===== src/rtl/core/pfd_pkg.sv =====
// Shared types, constants and the CRC-32 byte step for the packet frame deframer.
package pfd_pkg;

    // Result kinds.
    localparam logic [1:0] KIND_HEADER  = 2'd0;
    localparam logic [1:0] KIND_PAYLOAD = 2'd1;
    localparam logic [1:0] KIND_STATUS  = 2'd2;

    // Frame status codes.
    localparam logic [2:0] ST_OK        = 3'd0;
    localparam logic [2:0] ST_SHORT     = 3'd1;
    localparam logic [2:0] ST_SOF_EOF   = 3'd2;
    localparam logic [2:0] ST_LENGTH    = 3'd3;
    localparam logic [2:0] ST_CRC       = 3'd4;

    // Frame delimiters.
    localparam logic [7:0]  SOF_BYTES [4] = '{8'h3f, 8'h6c, 8'h81, 8'h29};
    localparam logic [31:0] EOF_WORD      = 32'h681a5b90;

    // CRC-32, reflected.
    localparam logic [31:0] CRC_POLY = 32'hEDB88320;
    localparam logic [31:0] CRC_INIT = 32'hFFFFFFFF;

    // Frame byte counter saturates at its all-ones value.
    localparam int unsigned COUNT_W   = 25;
    localparam logic [COUNT_W-1:0] COUNT_MAX = '1;

    // Result queue geometry.
    localparam int unsigned RES_DEPTH = 4;
    localparam int unsigned RES_PTR_W = $clog2(RES_DEPTH);
    localparam int unsigned RES_CNT_W = $clog2(RES_DEPTH + 1);

    // One result item.
    typedef struct packed {
        logic [1:0]  kind;
        logic [15:0] app_id;
        logic [3:0]  step_id;
        logic [3:0]  msg_version;
        logic [63:0] seq_id;
        logic [7:0]  payload_byte;
        logic        element_end;
        logic [3:0]  frame_version;
        logic [2:0]  status;
        logic        out_last;
    } res_t;

    // Results produced by one input item, packed from the first slot.
    typedef struct packed {
        logic [1:0] count;
        res_t       first;
        res_t       second;
    } push_t;

    // One byte of the reflected CRC-32 update.
    function automatic logic [31:0] crc32_byte(input logic [31:0] crc, input logic [7:0] b);
        logic [31:0] c;
        c = crc ^ {24'd0, b};
        for (int k = 0; k < 8; k++)
        begin
            c = c[0] ? ((c >> 1) ^ CRC_POLY) : (c >> 1);
        end
        return c;
    endfunction

endpackage


===== src/rtl/core/pfd_parser.sv =====
// Frame parser: holds the per-frame state and forms the results of each byte.
module pfd_parser (
    input  logic                 clk,
    input  logic                 rst_n,
    input  logic                 accept,
    input  logic [7:0]           in_byte,
    input  logic                 in_last,
    output pfd_pkg::push_t       push
);

    // Parse phases.
    localparam logic [2:0] PH_HDR    = 3'd0;
    localparam logic [2:0] PH_MSGHDR = 3'd1;
    localparam logic [2:0] PH_LENHI  = 3'd2;
    localparam logic [2:0] PH_LENLO  = 3'd3;
    localparam logic [2:0] PH_DATA   = 3'd4;
    localparam logic [2:0] PH_END    = 3'd5;
    localparam logic [2:0] PH_TRAIL  = 3'd6;
    localparam logic [2:0] PH_SKIP   = 3'd7;

    localparam int unsigned CW = pfd_pkg::COUNT_W;

    logic [2:0]    phase_reg, phase_next;
    logic [CW-1:0] count_reg, count_next;
    logic [23:0]   plen_reg, plen_next;
    logic [23:0]   mrem_reg, mrem_next;
    logic [15:0]   erem_reg, erem_next;
    logic [63:0]   seq_reg, seq_next;
    logic [23:0]   ids_reg, ids_next;
    logic [31:0]   crc_reg, crc_next;
    logic [31:0]   tail_reg, tail_next;
    logic          sof_err_reg, sof_err_next;
    logic          str_err_reg, str_err_next;
    logic [3:0]    fver_reg, fver_next;
    logic [31:0]   crc_rx_reg, crc_rx_next;

    logic [CW-1:0] pos;
    logic [CW:0]   region_end;
    logic [CW:0]   diff;
    logic [CW:0]   room;
    logic          crc_en;
    logic          after_elem;
    logic          emit_rec;
    logic [1:0]    rec_kind;
    logic [7:0]    rec_pay;
    logic          rec_eend;
    logic [2:0]    st;
    logic [15:0]   erem_lo;
    pfd_pkg::res_t rec;
    pfd_pkg::res_t stat;

    // Next-state logic for one accepted byte.
    always_comb
    begin
        phase_next   = phase_reg;
        plen_next    = plen_reg;
        mrem_next    = mrem_reg;
        erem_next    = erem_reg;
        seq_next     = seq_reg;
        ids_next     = ids_reg;
        sof_err_next = sof_err_reg;
        str_err_next = str_err_reg;
        fver_next    = fver_reg;
        crc_rx_next  = crc_rx_reg;
        after_elem   = 1'b0;
        emit_rec     = 1'b0;
        rec_kind     = pfd_pkg::KIND_HEADER;
        rec_pay      = 8'd0;
        rec_eend     = 1'b0;
        erem_lo      = '0;

        pos        = count_reg;
        region_end = (CW+1)'(8) + {{(CW+1-24){1'b0}}, plen_reg};
        diff       = region_end - {1'b0, pos};
        room       = diff - (CW+1)'(1);
        count_next = (count_reg != pfd_pkg::COUNT_MAX) ? count_reg + CW'(1) : count_reg;
        tail_next  = {tail_reg[23:0], in_byte};

        // The CRC covers the version byte through the last message byte.
        crc_en   = ((phase_reg == PH_HDR) && (pos >= CW'(4))) ||
                   (phase_reg inside {PH_MSGHDR, PH_LENHI, PH_LENLO, PH_DATA});
        crc_next = crc_en ? pfd_pkg::crc32_byte(crc_reg, in_byte) : crc_reg;

        case (phase_reg)
            PH_HDR:
            begin
                if (pos < CW'(4))
                begin
                    if (in_byte != pfd_pkg::SOF_BYTES[pos[1:0]])
                        sof_err_next = 1'b1;
                end
                else if (pos == CW'(4))
                begin
                    fver_next = in_byte[3:0];
                end
                else
                begin
                    plen_next = {plen_reg[15:0], in_byte};
                    if (pos == CW'(7))
                    begin
                        phase_next = (plen_next == 24'd0) ? PH_END : PH_MSGHDR;
                        erem_next  = 16'd0;
                    end
                end
            end
            PH_MSGHDR:
            begin
                if ((erem_reg == 16'd0) && (diff < (CW+1)'(14)))
                begin
                    str_err_next = 1'b1;
                    phase_next   = PH_SKIP;
                end
                else
                begin
                    if (erem_reg == 16'd0)
                        mrem_next = 24'd0;
                    if (erem_reg < 16'd3)
                        ids_next = {ids_reg[15:0], in_byte};
                    else if (erem_reg < 16'd11)
                        seq_next = {seq_reg[55:0], in_byte};
                    else
                        mrem_next = {mrem_next[15:0], in_byte};
                    if (erem_reg >= 16'd13)
                    begin
                        if ({{(CW+1-24){1'b0}}, mrem_next} > room)
                        begin
                            str_err_next = 1'b1;
                            phase_next   = PH_SKIP;
                        end
                        else
                        begin
                            emit_rec   = 1'b1;
                            rec_kind   = pfd_pkg::KIND_HEADER;
                            after_elem = 1'b1;
                        end
                    end
                    else
                    begin
                        erem_next = erem_reg + 16'd1;
                    end
                end
            end
            PH_LENHI:
            begin
                if (mrem_reg < 24'd2)
                begin
                    str_err_next = 1'b1;
                    phase_next   = PH_SKIP;
                end
                else
                begin
                    erem_next  = {in_byte, 8'd0};
                    mrem_next  = mrem_reg - 24'd1;
                    phase_next = PH_LENLO;
                end
            end
            PH_LENLO:
            begin
                erem_lo   = erem_reg | {8'd0, in_byte};
                erem_next = erem_lo;
                mrem_next = mrem_reg - 24'd1;
                if ({8'd0, erem_lo} > mrem_next)
                begin
                    str_err_next = 1'b1;
                    phase_next   = PH_SKIP;
                end
                else if (erem_lo == 16'd0)
                begin
                    after_elem = 1'b1;
                end
                else
                begin
                    phase_next = PH_DATA;
                end
            end
            PH_DATA:
            begin
                erem_next = erem_reg - 16'd1;
                mrem_next = mrem_reg - 24'd1;
                emit_rec  = 1'b1;
                rec_kind  = pfd_pkg::KIND_PAYLOAD;
                rec_pay   = in_byte;
                rec_eend  = (erem_next == 16'd0);
                if (erem_next == 16'd0)
                    after_elem = 1'b1;
            end
            PH_END:
            begin
                if (erem_reg == 16'd3)
                    crc_rx_next = tail_next;
                if (erem_reg >= 16'd7)
                    phase_next = PH_TRAIL;
                else
                    erem_next = erem_reg + 16'd1;
            end
            default:
            begin
            end
        endcase

        // End of an element or of a message header: pick what follows.
        if (after_elem)
        begin
            if (mrem_next != 24'd0)
            begin
                phase_next = PH_LENHI;
            end
            else if (({1'b0, pos} + (CW+1)'(1)) == region_end)
            begin
                phase_next = PH_END;
                erem_next  = 16'd0;
            end
            else
            begin
                phase_next = PH_MSGHDR;
                erem_next  = 16'd0;
            end
        end

        // Frame status, in order of precedence.
        if (count_next < CW'(8))
            st = pfd_pkg::ST_SHORT;
        else if (sof_err_next || (tail_next != pfd_pkg::EOF_WORD))
            st = pfd_pkg::ST_SOF_EOF;
        else if (str_err_next || (phase_next != PH_TRAIL))
            st = pfd_pkg::ST_LENGTH;
        else if ((crc_next ^ pfd_pkg::CRC_INIT) != crc_rx_next)
            st = pfd_pkg::ST_CRC;
        else
            st = pfd_pkg::ST_OK;
    end

    // Result items: a record from the parse, then the status at frame end.
    always_comb
    begin
        rec.kind          = rec_kind;
        rec.app_id        = ids_next[23:8];
        rec.step_id       = ids_next[7:4];
        rec.msg_version   = ids_next[3:0];
        rec.seq_id        = seq_next;
        rec.payload_byte  = rec_pay;
        rec.element_end   = rec_eend;
        rec.frame_version = fver_next;
        rec.status        = pfd_pkg::ST_OK;
        rec.out_last      = !in_last;

        stat.kind          = pfd_pkg::KIND_STATUS;
        stat.app_id        = 16'd0;
        stat.step_id       = 4'd0;
        stat.msg_version   = 4'd0;
        stat.seq_id        = 64'd0;
        stat.payload_byte  = 8'd0;
        stat.element_end   = 1'b0;
        stat.frame_version = fver_next;
        stat.status        = st;
        stat.out_last      = 1'b1;

        push.second = stat;
        if (emit_rec)
        begin
            push.first = rec;
            push.count = in_last ? 2'd2 : 2'd1;
        end
        else
        begin
            push.first = stat;
            push.count = in_last ? 2'd1 : 2'd0;
        end
        if (!accept)
            push.count = 2'd0;
    end

    // State registers; the frame state returns to reset after the last byte.
    always_ff @(posedge clk or negedge rst_n)
    begin
        if (!rst_n)
        begin
            phase_reg   <= PH_HDR;
            count_reg   <= '0;
            plen_reg    <= '0;
            mrem_reg    <= '0;
            erem_reg    <= '0;
            seq_reg     <= '0;
            ids_reg     <= '0;
            crc_reg     <= pfd_pkg::CRC_INIT;
            tail_reg    <= '0;
            sof_err_reg <= 1'b0;
            str_err_reg <= 1'b0;
            fver_reg    <= '0;
            crc_rx_reg  <= '0;
        end
        else if (accept)
        begin
            if (in_last)
            begin
                phase_reg   <= PH_HDR;
                count_reg   <= '0;
                plen_reg    <= '0;
                mrem_reg    <= '0;
                erem_reg    <= '0;
                seq_reg     <= '0;
                ids_reg     <= '0;
                crc_reg     <= pfd_pkg::CRC_INIT;
                tail_reg    <= '0;
                sof_err_reg <= 1'b0;
                str_err_reg <= 1'b0;
                fver_reg    <= '0;
                crc_rx_reg  <= '0;
            end
            else
            begin
                phase_reg   <= phase_next;
                count_reg   <= count_next;
                plen_reg    <= plen_next;
                mrem_reg    <= mrem_next;
                erem_reg    <= erem_next;
                seq_reg     <= seq_next;
                ids_reg     <= ids_next;
                crc_reg     <= crc_next;
                tail_reg    <= tail_next;
                sof_err_reg <= sof_err_next;
                str_err_reg <= str_err_next;
                fver_reg    <= fver_next;
                crc_rx_reg  <= crc_rx_next;
            end
        end
    end

endmodule


===== src/rtl/core/pfd_res_fifo.sv =====
// Result queue: takes up to two items per cycle and hands out one.
module pfd_res_fifo (
    input  logic           clk,
    input  logic           rst_n,
    input  pfd_pkg::push_t push,
    output logic           space,
    output logic           out_valid,
    input  logic           out_ready,
    output pfd_pkg::res_t  head
);

    localparam int unsigned PW = pfd_pkg::RES_PTR_W;
    localparam int unsigned CW = pfd_pkg::RES_CNT_W;

    pfd_pkg::res_t  mem_reg [pfd_pkg::RES_DEPTH];
    logic [PW-1:0]  wr_ptr_reg, wr_ptr_next;
    logic [PW-1:0]  rd_ptr_reg, rd_ptr_next;
    logic [CW-1:0]  cnt_reg, cnt_next;
    logic           pop;

    // Room for the two results one input item may cause.
    assign space     = (cnt_reg <= CW'(pfd_pkg::RES_DEPTH - 2));
    assign out_valid = (cnt_reg != '0);
    assign head      = mem_reg[rd_ptr_reg];
    assign pop       = out_valid && out_ready;

    // Pointer and fill arithmetic.
    always_comb
    begin
        wr_ptr_next = wr_ptr_reg + PW'(push.count);
        rd_ptr_next = rd_ptr_reg + PW'(pop);
        cnt_next    = cnt_reg + CW'(push.count) - CW'(pop);
    end

    // Storage writes.
    always_ff @(posedge clk)
    begin
        if (push.count != 2'd0)
            mem_reg[wr_ptr_reg] <= push.first;
        if (push.count == 2'd2)
            mem_reg[wr_ptr_reg + PW'(1)] <= push.second;
    end

    // Control registers.
    always_ff @(posedge clk or negedge rst_n)
    begin
        if (!rst_n) begin
            wr_ptr_reg <= '0;
            rd_ptr_reg <= '0;
            cnt_reg    <= '0;
        end else begin
            wr_ptr_reg <= wr_ptr_next;
            rd_ptr_reg <= rd_ptr_next;
            cnt_reg    <= cnt_next;
        end
    end

endmodule


===== src/rtl/core/packet_frame_deframer_top.sv =====
// Top level of the packet frame deframer.
//
// Input channel: one frame byte per item on in_byte, with in_last set on the
// final byte of the frame; handshake in_valid/in_ready.
// Output channel: result items (message header record, payload byte record or
// frame status) on the result ports; handshake out_valid/out_ready. out_last
// marks the last result caused by one input byte.
// A result is visible on the output in the cycle after its byte is accepted
// when the queue is empty.
// Throughput: one byte per cycle while in_ready is high. A byte causes at
// most two results, a record and the frame status when the frame ends on a
// header or payload byte; they leave one at a time through the single
// output port of the four-entry result queue.
// in_ready depends only on the fill of that queue: it is high while two
// entries are free, so a stalled receiver holds back the sender once more
// than two results are pending, and nothing is lost.
// Reset clears the parser to the frame start and empties the queue. After
// each status item the frame state returns to its reset value by itself.
// Payload records are passed on before the frame is checked; the status
// item decides whether they are to be trusted.
module packet_frame_deframer_top (
    input  logic        clk,
    input  logic        rst_n,
    input  logic        in_valid,
    output logic        in_ready,
    input  logic [7:0]  in_byte,
    input  logic        in_last,
    output logic        out_valid,
    input  logic        out_ready,
    output logic [1:0]  kind,
    output logic [15:0] app_id,
    output logic [3:0]  step_id,
    output logic [3:0]  msg_version,
    output logic [63:0] seq_id,
    output logic [7:0]  payload_byte,
    output logic        element_end,
    output logic [3:0]  frame_version,
    output logic [2:0]  status,
    output logic        out_last
);

    pfd_pkg::push_t push;
    pfd_pkg::res_t  head;
    logic           space;
    logic           accept;

    assign in_ready = space;
    assign accept   = in_valid && space;

    // Parser with the per-frame state.
    pfd_parser u_parser (
        .clk     (clk),
        .rst_n   (rst_n),
        .accept  (accept),
        .in_byte (in_byte),
        .in_last (in_last),
        .push    (push)
    );

    // Result queue towards the receiver.
    pfd_res_fifo u_fifo (
        .clk       (clk),
        .rst_n     (rst_n),
        .push      (push),
        .space     (space),
        .out_valid (out_valid),
        .out_ready (out_ready),
        .head      (head)
    );

    // Result fields.
    assign kind          = head.kind;
    assign app_id        = head.app_id;
    assign step_id       = head.step_id;
    assign msg_version   = head.msg_version;
    assign seq_id        = head.seq_id;
    assign payload_byte  = head.payload_byte;
    assign element_end   = head.element_end;
    assign frame_version = head.frame_version;
    assign status        = head.status;
    assign out_last      = head.out_last;

endmodule


===== config.mk =====
export PLATFORM = sky130hd
export DESIGN_NAME = packet_frame_deframer_top
export DESIGN_NICKNAME = d
export VERILOG_FILES = /design/src/rtl/core/pfd_pkg.sv /design/src/rtl/core/pfd_parser.sv /design/src/rtl/core/pfd_res_fifo.sv /design/src/rtl/core/packet_frame_deframer_top.sv
export SDC_FILE = /design/constraint.sdc
export NUM_CORES = 2
export LEC_CHECK = 0
export BUFFER_PORTS_ARGS = -buffer_cell sky130_fd_sc_hd__buf_4
export CAP_MARGIN = 20
export CORE_MARGIN = 10
export CORE_UTILIZATION = 63
export DETAILED_ROUTE_END_ITERATION = 6
export PLACE_DENSITY = 0.81
export SYNTH_ARGS = -nofsm -noshare
export SYNTH_HDL_FRONTEND = slang
export SYNTH_SLANG_ARGS = --single-unit

===== constraint.sdc =====
create_clock -name clk -period 8.5 [get_ports clk]
set_clock_uncertainty 0.1 [all_clocks]
set_input_delay 1.7 -clock clk [delete_from_list [all_inputs] [get_ports clk]]
set_output_delay 1.7 -clock clk [all_outputs]
set_load 0.005 [all_outputs]

**Word-level counts from Yosys, hierarchy flattened**

Memory sizes are Yosys's and may differ from the RTL's.
Cells that the tools add are included.

- Add/sub/neg operators: 13
- Magnitude comparators: 13
- Equal/unequal tests: 17
- Mux-type cells: 106
- Bitwise operators: 12
- Reductions and logical operators: 20

Operator list:

| cell | number |
|---|---|
| $mux 32 | 13 |
| $mux 24 | 17 |
| $mux 64 | 5 |
| $mux 16 | 10 |
| $not 13->14 | 8 |
| $mux 109 | 1 |
| $pmux 16 s6 | 1 |
| $pmux 24 s3 | 1 |
| $mux 3 | 19 |
| $eq 25x3->1 const B | 2 |
| $mux 25 | 2 |
| $logic_not 16->1 | 3 |
| $ne 32x31->1 const B | 1 |
| $ne 32x32->1 | 1 |
| $not 32->32 | 1 |
| $xor 32x8->32 | 1 |
| $add 25x1->26 const B | 1 |
| $eq 26x26->1 | 1 |
| $gt 24x26->1 | 1 |
| $lt 26x4->1 const B | 1 |
| $sub 26x1->26 const B | 1 |
| $sub 26x25->26 | 1 |
| $add 25x1->25 const B | 1 |
| $add 4x24->25 const A | 1 |
| other kinds (49) | 87 |

- Flip-flop bits (word level): 281
- Bits in writable memories: 428
- Output and inout bits: 109
- Logic and storage cells: 198
- Memories: 1

Memory list:

| name | words | bits a word | read ports | clocked after memory_dff | write ports | RTL line | source |
|---|---|---|---|---|---|---|---|
| u_fifo.mem_reg | 4 | 107 | 1 | 0 | 2 | pfd_res_fifo.sv:15 | `pfd_pkg::res_t mem_reg [pfd_pkg::RES_DEPTH];` |

**Depth between registers and ports, before layout**

- Depth in word-level cells: 29
- Depth in mapped cells: 38

**Cells and area by module**

From an unflattened synthesis, not the netlist that was laid out.

- Cell total of the unflattened synthesis: 3781
- Area total of the unflattened synthesis: 42811.1 um^2

Modules (own cells, without submodules):

| module | instances | cells an instance | area an instance (um^2) | sequential area each (um^2) |
|---|---|---|---|---|
| pfd_parser | 1 | 2702 | 21640.8 | 6896.6 |
| pfd_res_fifo | 1 | 1078 | 21164.0 | 13027.5 |
| packet_frame_deframer_top | 1 | 1 | 6.3 | 0.0 |

**Worst setup path before layout**

OpenSTA, ideal clock, no wires.

- Kind: register -> register
- From: reg u_parser.plen_reg[5]
- To: mem u_fifo.mem_reg[1][0] in the netlist's numbering
- Data arrival time: 7224 ps
- Setup slack: 1060 ps
- Cell stages (with the launch flop): 37
- Clock period less this slack: 7440 ps
- Path through: dfrtp_1 -> clkbuf_1 -> and3_1 -> and2_1 -> and3_1 -> nand2_1 -> xnor2_1 -> ha_1 -> buf_2 -> a21oi_1 -> o21ai_0 -> a21o_1 -> or3_1 -> a222oi_1 -> and4_1 -> buf_4 -> nand2_1 -> or3_1 -> and2_1 -> ha_1 -> a21o_1 -> a21oi_1 -> nor2b_1 -> o21ai_0 -> nand2b_1 -> a221oi_1 -> a22o_1 -> a31oi_2 -> o21ai_4 -> ha_1 -> o21ai_0 -> nor2_1 -> nand2_1 -> and2_1 -> clkbuf_1 -> inv_1 -> o22a_1

RTL lines:

| what | RTL line | source |
|---|---|---|
| from (decl) | pfd_parser.sv:25 | `logic [23:0] plen_reg, plen_next;` |
| from (signal assigned) | pfd_parser.sv:314 | `plen_reg <= plen_next;` |
| to (decl) | pfd_res_fifo.sv:15 |  |

==> impl_metrics.tcl <==
set metrics [dict create \
    period_minus_slack_ns 8.04 \
    die_h_um 266 \
    clk_pin_slew_ns 0.06 \
    rsz0062_at_grt "false" \
    yosys.area.top_type_share 0.211 \
    arrival_ns 8.30 \
    seq_area_frac_synth 0.419 \
    fp.dieW_um 266 \
    max_freq_ghz 0.124 \
    num_rows 89 \
    antenna_found_initial 0 \
    synth_top_area_cell "dfxtp_1" \
    netlist_instances 4231 \
    first_pass_iters 6 \
    whs_ns 0.345 \
    final_nets 4258 \
    dp_hpwl_um 71700 \
    gp_congestion 0.998 \
    setup_viol 0 \
    start_util 0.640 \
    worstMarginPinSlew_ns 1.10 \
    r2r_slack_ns 0.46 \
    largest_reg_flops 428 \
    num_io_pins 122 \
    grt_max_degree 166 \
    cp.required_ns 8.76 \
    async_reset_ff_frac 0.396 \
    dpl_cell_area_mm2 0.0391 \
    yosys.cell_types.count 103 \
    cts_root_buf "clkbuf_16" \
    viasPerCell 6.64 \
    cpPeakStageDelay_ns 0.59 \
    slew_viol_final 0 \
    final_core_util 0.699 \
    fin_crit_sh 0.946 \
    instances_no_fill 4992 \
    vdd_drop_max_v 0.000286 \
    crit_path_end_kind "flop" \
    dpl.cell_count 4852 \
    cts_tree "yes" \
    vias 33100 \
    routedWlPerCell_um 22.2 \
    syn_nets 4329 \
    cp_max_fo 68 \
    drive_gt1_frac 0.118 \
    status "completed" \
    drc_errors 0 \
    final_hold_viol_count 0 \
    die_area_mm2 0.0705 \
    syn_avg_cell_area_um2 8.98 \
    slew_headroom 0.268 \
    cts_htree_levels 3 \
    num-fill-cells 4489 \
    fp.coreArea_mm2 0.0594 \
    drt_wl_total_um 111000 \
    cts-buffers-inserted 73 \
    ys_ff_latch 709 \
    area_delta_synth_final_pct 9.18 \
    netlist_top_cells_count "nand2_1 (721), o21ai_0 (423), dfxtp_1 (400)" \
    start_kind "flop" \
    syn_area_mm2 0.0380 \
    drv_cap 0 \
    fin_ws_ns 0.462 \
    overflow 0 \
    ys_warn_count 0 \
    synth.most_common_cell "nand2_1" \
    antennaDiodeCount 0 \
    cts_buffer_depth 3 \
    place_ws_ns 0.157 \
    critPathSlowestCell "or4_1" \
    clock-sinks 709 \
    p_per_area_mw_per_mm2 380 \
    ff2ff_path_depth 32 \
    postRouteAntennaNets 0 \
    port_buffers 121 \
    hold_class "reg -> reg" \
    hold_start "u_fifo.mem_reg[1][103]" \
    clkLatencyLatePin_ns 0.63 \
    synthFlopType "dfxtp_1" \
    synth.area.top_cells "dfxtp_1 (21%), dfrtp_1 (16%), nand2_1 (7.1%), mux4_2 (6.3%), o21ai_0 (5.6%)" \
    grt.total_usage 0.304 \
    holdPathStages 2 \
    fin_area_mm2 0.0415 \
    rr_startpoint "u_parser.plen_reg[6]" \
    leakage_nw 16.7 \
    synth_edf_count 28 \
    crit_start "u_parser.plen_reg[6]" \
    drt_iter0_drc 3754 \
    fin_tns_setup_ns 0 \
    grt_pass1_vias 31800 \
    grt_pass1_wl_um 175000 \
    path_class "reg -> reg" \
    power_mw 15.8 \
]
-- metal layers --
layer / vias up / GRT usage / part of all wire / wire length [um]
li1: 15100 / - / - / -
met3: 295 / 0.0571 / 0.091 / 10100
met1: 16100 / 0.390 / 0.40 / 44000
met4: 0 / 0.118 / 0.036 / 4010
met2: 1675 / 0.503 / 0.48 / 52700
met5: - / 0 / 0 / 0
-- power breakdown --
| group | total (mW) | switching, mW | internal (mW) |
|---|---|---|---|
| Sequential | 4.47 | 0.677 | 3.79 |
| Clock | 3.16 | 1.39 | 1.77 |
| Combinational | 8.13 | 4.89 | 3.24 |
-- cells in the final DEF, fill, tap and decap left out, types with 16 or more instances in the layout --
cell	netlist	layout
o22a_1	25	25
nor2_1	205	201
nand2_1	721	720
mux4_2	107	107
o21ai_1	203	205
nor4_1	42	42
edfxtp_1	28	28
xnor2_1	164	164
nor3_1	54	54
o22ai_1	26	26
dfstp_2	32	32
a21oi_1	173	173
o21ai_0	423	421
buf_4	10	173
a211oi_1	17	17
xor2_1	72	72
or3_1	22	22
nand4_1	55	55
ha_1	83	83
a31oi_1	17	17
a22oi_1	128	128
nor2b_1	22	22
and2_1	22	17
and3_1	25	25
clkbuf_16	0	73
a22o_1	37	37
o211ai_1	18	18
mux2i_1	141	141
a21o_1	20	20
nand3_1	94	94
o21a_1	16	16
clkbuf_1	222	20
nand3b_1	30	30
dfrtp_1	249	247
inv_1	63	63
dfxtp_1	400	400
-- cell families after synthesis --
kind of cell | share of synthesized area
buffers and inverters | 0.0454
XOR/XNOR | 0.0548
flip-flops | 0.419
adder cells (fa/ha/maj) | 0.0287
AND/OR/NAND/NOR | 0.165
AO/OA/AOI/OAI | 0.186
multiplexers | 0.101
-- worst max-delay path, delay by kind of cell, from the launching register on --
| family | cells | cell delay, ns |
|---|---|---|
| AO/OA/AOI/OAI | 11 | 2.53 |
| XOR/XNOR | 1 | 0.28 |
| adder cells (fa/ha/maj) | 3 | 0.99 |
| buffers and inverters | 1 | 0.32 |
| flip-flops | 1 | 0.47 |
| AND/OR/NAND/NOR | 16 | 3.07 |
-- cell type report --
class | count | area (um^2) | area share
tap | 773 | 967 | 0.0233
sequential | 709 | 15900 | 0.384
timing repair buffer | 189 | 1590 | 0.0384
clock buffer | 104 | 2050 | 0.0495
multi-input combinational | 3123 | 20400 | 0.492
clock inverter | 30 | 277 | 0.00667
inverter | 64 | 240 | 0.00579
-- repair_timing --
item | in CTS | in global routing
endpoints found under the setup margin | 0 | 446
gates resized for setup | 0 | 7
hold buffers | 0 | 0
buffers inserted | 0 | 4
-- final timing paths --
check / endpoint
max in group asynchronous: u_parser.seq_reg[9]
min in group asynchronous: u_parser.count_reg[22]
worst max-delay path: u_fifo.mem_reg[0][6]
worst min register to register: u_fifo.mem_reg[1][103]
worst min-delay path: u_fifo.mem_reg[1][103]
worst max register to register: u_fifo.mem_reg[0][6]
No activity file was read; power rests on OpenSTA's default activity.
